$ cat src/hw/rtl/pklerp_pkg.sv
// Types and constants of the keyframe lerp sampler
package pklerp_pkg;
  localparam int unsigned FrameW = 24;
  localparam int unsigned ValW   = 32;
  localparam int unsigned StW    = 3;
  localparam int unsigned ProdW  = 57;
  localparam int unsigned QuotW  = 32;

  typedef enum logic [1:0] {
    FUNC_SAMPLE = 2'd0,
    FUNC_APPEND = 2'd1,
    FUNC_CLEAR  = 2'd2,
    FUNC_NONE   = 2'd3
  } func_e;

  typedef enum logic [2:0] {
    ST_SAMPLED  = 3'd0,
    ST_EMPTY    = 3'd1,
    ST_ACCEPTED = 3'd2,
    ST_REJECTED = 3'd3,
    ST_CLEARED  = 3'd4
  } status_e;

  typedef enum logic [3:0] {
    S_IDLE,
    S_RDFIRST,
    S_RDLAST,
    S_CLAMP,
    S_PROBE,
    S_PROBEWAIT,
    S_RD0,
    S_RD1,
    S_RD1WAIT,
    S_DIV,
    S_OUT
  } state_e;
endpackage

$ cat src/hw/rtl/pklerp_div.sv
// Serial signed divider: 57-bit dividend by 24-bit positive divisor, one bit a cycle
module pklerp_div import pklerp_pkg::*; (
  input  logic                    clk_i,
  input  logic                    rst_ni,
  input  logic                    start_i,
  input  logic signed [ProdW-1:0] num_i,
  input  logic [FrameW-1:0]       den_i,
  output logic                    busy_o,
  output logic signed [ValW-1:0]  quot_o
);
  localparam int unsigned CntW = $clog2(ProdW + 1);

  logic [ProdW-1:0]   mag_q, mag_d;
  logic [FrameW:0]    rem_q, rem_d;
  logic [FrameW-1:0]  den_q;
  logic [QuotW-1:0]   quo_q, quo_d;
  logic               neg_q;
  logic [CntW-1:0]    cnt_q, cnt_d;
  logic               busy_q, busy_d;
  logic [FrameW:0]    trial;
  logic [FrameW+1:0]  diff;

  always_comb begin
    mag_d  = mag_q;
    rem_d  = rem_q;
    quo_d  = quo_q;
    cnt_d  = cnt_q;
    busy_d = busy_q;
    trial  = {rem_q[FrameW-1:0], mag_q[ProdW-1]};
    diff   = {1'b0, trial} - {2'b00, den_q};
    if (start_i) begin
      mag_d  = num_i[ProdW-1] ? ProdW'(-num_i) : num_i;
      rem_d  = '0;
      quo_d  = '0;
      cnt_d  = CntW'(ProdW);
      busy_d = 1'b1;
    end else if (busy_q) begin
      mag_d = {mag_q[ProdW-2:0], 1'b0};
      if (!diff[FrameW+1]) begin
        rem_d = diff[FrameW:0];
        quo_d = {quo_q[QuotW-2:0], 1'b1};
      end else begin
        rem_d = trial;
        quo_d = {quo_q[QuotW-2:0], 1'b0};
      end
      cnt_d = cnt_q - 1'b1;
      if (cnt_q == CntW'(1)) busy_d = 1'b0;
    end
  end

  always_ff @(posedge clk_i or negedge rst_ni) begin
    if (!rst_ni) begin
      busy_q <= 1'b0;
      cnt_q  <= '0;
    end else begin
      busy_q <= busy_d;
      cnt_q  <= cnt_d;
    end
  end

  always_ff @(posedge clk_i) begin
    mag_q <= mag_d;
    rem_q <= rem_d;
    quo_q <= quo_d;
    if (start_i) begin
      den_q <= den_i;
      neg_q <= num_i[ProdW-1];
    end
  end

  assign busy_o = busy_q;
  assign quot_o = neg_q ? -ValW'(signed'({1'b0, quo_q})) : ValW'(signed'({1'b0, quo_q}));
endmodule

$ cat config.mk
export PLATFORM = sky130hd
export DESIGN_NAME = pklerp_div
export DESIGN_NICKNAME = d
export VERILOG_FILES = /design/src/hw/rtl/pklerp_pkg.sv /design/src/hw/rtl/pklerp_div.sv
export SDC_FILE = /design/constraint.sdc
export NUM_CORES = 1
export LEC_CHECK = 0
export ABC_CLOCK_PERIOD_IN_PS = 5200
export BUFFER_PORTS_ARGS = -buffer_cell sky130_fd_sc_hd__buf_2
export CORE_MARGIN = 3
export CORE_UTILIZATION = 53
export DETAILED_ROUTE_END_ITERATION = 12
export PLACE_DENSITY = 0.74
export SYNTH_ARGS = -nofsm -noshare
export SYNTH_HDL_FRONTEND = slang
export SYNTH_SLANG_ARGS = --single-unit
$ cat constraint.sdc
create_clock -name clk_i -period 5.2 [get_ports clk_i]
set_input_delay 1.3 -clock clk_i [delete_from_list [all_inputs] [get_ports clk_i]]
set_output_delay 1.3 -clock clk_i [all_outputs]
set_load 0.02 [all_outputs]
==> out/qor.csv <==
stage;metric;value;unit
global_route;grt_antenna_before_repair;2;
drt;dr_total_vias;6802;
global_route;grt_max_degree;67;
power;power.static_leakage;0.00421;uW
sta;hold_viol_final;0;
floorplan;floorplan.die.height;133;um
setup_path;path_class;flip-flop to primary output;
floorplan;design.core.area;15500;sq um
sta;min_period;4.54;ns
synth;area_share_of_the_largest_cell_type_after_synthesis;28.6;%
clock_tree;cts_inserted_buffers;17;
cells_and_area;syn_to_final_growth;15.8;%
sta;max-slew-margin-rel;34.8;%
place;post-dp-hpwl;12400;um
clock_tree;post_cts.repair.setup_buffers;0;
clock_tree;clock_latency;0.41;ns
synth;mappedNetlistNets;1013;
worst_hold_path;worst_min_path_class;flip-flop to flip-flop;
sta;worst_hold_check_slack;0.502;ns
clock_tree;cts.hold.buffers_added;0;
sta;grt_setup_unrepaired;false;
cells_and_area;fin_nets;1109;
synth;yosys_warnings;0;
clock_tree;clk_root_buffer_cell;sky130_fd_sc_hd__clkbuf_16;
drt;remaining_design_rule_violation_count;0;
cells_and_area;area_occupied_by_multi_input_gates;4550;sq um
synth;main_area_contributors_after_synthesis;sky130_fd_sc_hd__edfxtp_1 29%, sky130_fd_sc_hd__dfxtp_1 13%, sky130_fd_sc_hd__xnor2_1 5.6%;
place;finalWeightedCongestion;0.900;
clock_tree;cts.repair.resized;0;
clock_tree;ctsHtreeMaxLevel;4;
sta;final_critical_path_setup_slack;0.659;ns
sta;timing.final.max_slew_violations;0;
synth;postSynthAreaPerCell;9.57;sq um
cells_and_area;sequential_cell_area;3760;sq um
synth;synth_enable_flop_cells;82;
synth;synth_cell_types;63;
sta;tns;0;ns
synth;synth_seq_cells;145;
drt;routed_wirelength;17900;um
sta;max_slew.worst_pin.slew;0.978;ns
global_route;gr-total-overflow;0;
sta;setup_viol_count_final;0;
synth;synth_largest_area_cell;sky130_fd_sc_hd__edfxtp_1;
drt;dr.pass1.iters;4;
drt;drt.antenna.violating_nets;0;
floorplan;dieArea;17800;sq um
clock_tree;path_clk_slew;0.06;ns
setup_path;crit_required;3.90;ns
job;maxCapViolCount;0;
setup_path;setup_crit_end_kind;primary output;
sta;worst_clock_skew;0.00432;ns
synth;post_synth_design_cell_area;8610;sq um
cells_and_area;num-fill-cells;1338;
clock_tree;tritoncts;built;
sta;max_freq;220;MHz
cells_and_area;stdcell_count;1220;
place;port_buffers;116;
drt;wl_per_cell;14.7;um
power;vdd.ir_drop.worst;0.000255;V
global_route;track_usage;20.2;%
sta;layout_worst_path_cycle_share;87.3;%
place;placement.setup.worst_slack;1.09;ns
cells_and_area;fraction_of_layout_instances_using_a_drive_strength_above_1;19.3;%
synth;synth_sequential_area_ratio;43.6;%
floorplan;i_o_pin_cnt;117;
global_route;wire_length_of_the_first_global_routing_pass;29800;um
setup_path;critical_path.max_fanout;6;
floorplan;std_cell_rows;45;
power;cellPowerDensity;416;nW/um^2
power;report.power.total;4150;uW
synth;netlist_instances;900;
floorplan;die_w;133;um
setup_path;timing.critical_path.arrival;3.24;ns
status;run_status;finished, final reports clean;
cells_and_area;antenna-diode-count;0;
synth;synth-async-reset-ratio;4.83;%
synth;ys_dominant_reg_cell;sky130_fd_sc_hd__edfxtp_1;
clock_tree;numClockSinks;145;
drt;dr.first_iter.drc_count;420;
global_route;grt_pass1_vias;6193;
setup_path;critPathLaunchType;flip-flop;
place;dpl.cell_count;1188;
floorplan;initial_utilization;55.4;%
clock_tree;max_clock_buf_depth;2;
drt;routed_via_density;5.58;
[path summary, 6_finish.rpt]
check	startpoint	endpoint	slack [ns]	depth (start not counted)
min in group asynchronous	rst_ni	cnt_q[3]$_DFFE_PN0P_	0.71	1
hold / removal	rem_q[5]$_SDFFE_PP0P_	rem_q[5]$_SDFFE_PP0P_	0.50	2
max in group asynchronous	rst_ni	busy_o$_DFF_PN0_	4.31	1
setup reg to reg	den_q[1]$_DFFE_PP_	rem_q[13]$_SDFFE_PP0P_	1.54	11
hold reg to reg	rem_q[5]$_SDFFE_PP0P_	rem_q[5]$_SDFFE_PP0P_	0.50	2
setup / recovery	quo_q[2]$_SDFFE_PP0P_	quot_o[30]	0.66	9
[through the flow]
step	utilization (%)	instance area (sq um)
after floorplan	-	8610
after global placement	60.1	9330
after detailed placement	60.1	9330
after CTS	64.2	9980
after global routing	64.2	9980
final	64.2	9980
[cell usage after synthesis (all sizes together) (15+ instances only)]
master    n
dfxtp    56
o21ai    55
clkbuf   34
inv      37
mux2     20
nand2    50
ha       28
or3      16
nand2b   15
xor2     51
o31ai    16
a211oi   20
nor2    115
xnor2    55
mux2i    33
edfxtp   82
a21oi    75
[cell families after synthesis]
group	count (synthesis)	share of synthesized area, %
XOR/XNOR	106	10.8
AO/OA/AOI/OAI	221	15.9
adder cells (fa/ha/maj)	29	4.30
AND/OR/NAND/NOR	265	15.4
buffers and inverters	81	3.59
multiplexers	53	6.45
flip-flops	145	43.6
[state kept, by name, indices dropped and copies added, names as in the netlist]
signal,count
den_q,24
cnt_q,6
quo_q,32
neg_q,1
rem_q,24
busy_o,1
mag_q,57
[layout by cell type, fill, tap and decap left out, types with 4 or more instances in the layout]
cell type                   synthesis  routed
sky130_fd_sc_hd__o31a_1             4       4
sky130_fd_sc_hd__ha_1              28      28
sky130_fd_sc_hd__o21ai_1            5       5
sky130_fd_sc_hd__o22ai_1            4       4
sky130_fd_sc_hd__or3_4              5       5
sky130_fd_sc_hd__clkbuf_16          0      22
sky130_fd_sc_hd__nor3_1            12      12
sky130_fd_sc_hd__a31oi_1            8       8
sky130_fd_sc_hd__xnor2_1           55      55
sky130_fd_sc_hd__nand2_1           49      49
sky130_fd_sc_hd__nor2_1           114     114
sky130_fd_sc_hd__nand2b_1          15      15
sky130_fd_sc_hd__edfxtp_1          82      82
sky130_fd_sc_hd__o41ai_1           13      13
sky130_fd_sc_hd__or4_1              7       7
sky130_fd_sc_hd__o21a_1             5       5
sky130_fd_sc_hd__xor2_1            51      51
sky130_fd_sc_hd__a21o_1             6       6
sky130_fd_sc_hd__nor2b_1           12      12
sky130_fd_sc_hd__a21oi_1           75      75
sky130_fd_sc_hd__o21ai_0           50      50
sky130_fd_sc_hd__mux2i_1           33      33
sky130_fd_sc_hd__dfrtp_1            7       6
sky130_fd_sc_hd__dfxtp_1           56      56
sky130_fd_sc_hd__buf_4              1       5
sky130_fd_sc_hd__mux2_2            20      20
sky130_fd_sc_hd__or3_1             11      11
sky130_fd_sc_hd__buf_2              1     115
sky130_fd_sc_hd__inv_1             37      36
sky130_fd_sc_hd__nand3_1            7       7
sky130_fd_sc_hd__and2_1             4       4
sky130_fd_sc_hd__o31ai_1           13      13
sky130_fd_sc_hd__a211oi_1          20      20
sky130_fd_sc_hd__clkinv_2           0       4
[worst max-delay path, stage by stage (launching register included)]
cell                      delay, ns
sky130_fd_sc_hd__dfxtp_1       0.36
sky130_fd_sc_hd__or3_4         0.43
sky130_fd_sc_hd__nor3_4        0.15
sky130_fd_sc_hd__nand2_2       0.10
sky130_fd_sc_hd__or4_4         0.50
sky130_fd_sc_hd__or3_4         0.42
sky130_fd_sc_hd__or3_1         0.38
sky130_fd_sc_hd__o21ai_1       0.16
sky130_fd_sc_hd__xnor2_1       0.13
sky130_fd_sc_hd__buf_2         0.18
[routing by layer]
layer | global-route usage, % | up-vias | wire length, um
li1 | - | 3442 | -
met1 | 27.8 | 3191 | 8660
met2 | 31.4 | 146 | 8040
met3 | 6.16 | 19 | 974
met4 | 4.74 | 4 | 185
met5 | 0 | - | 21
[area by class of cell]
| cell class | instances | share of cell area, % |
|---|---|---|
| Sequential cell | 145 | 37.7 |
| Clock inverter | 7 | 0.602 |
| Clock buffer | 25 | 5.83 |
| Tap cell | 211 | 2.65 |
| Timing Repair Buffer | 121 | 6.26 |
| Multi-Input combinational cell | 674 | 45.6 |
| Inverter | 37 | 1.39 |
[report_power, final]
part / switching [uW] / internal, uW / total, uW
sequential: 100 / 1380 / 1480
combinational: 787 / 598 / 1390
clock: 465 / 824 / 1290
total: 1350 / 2800 / 4150
Power figures use the tool's default switching activity.
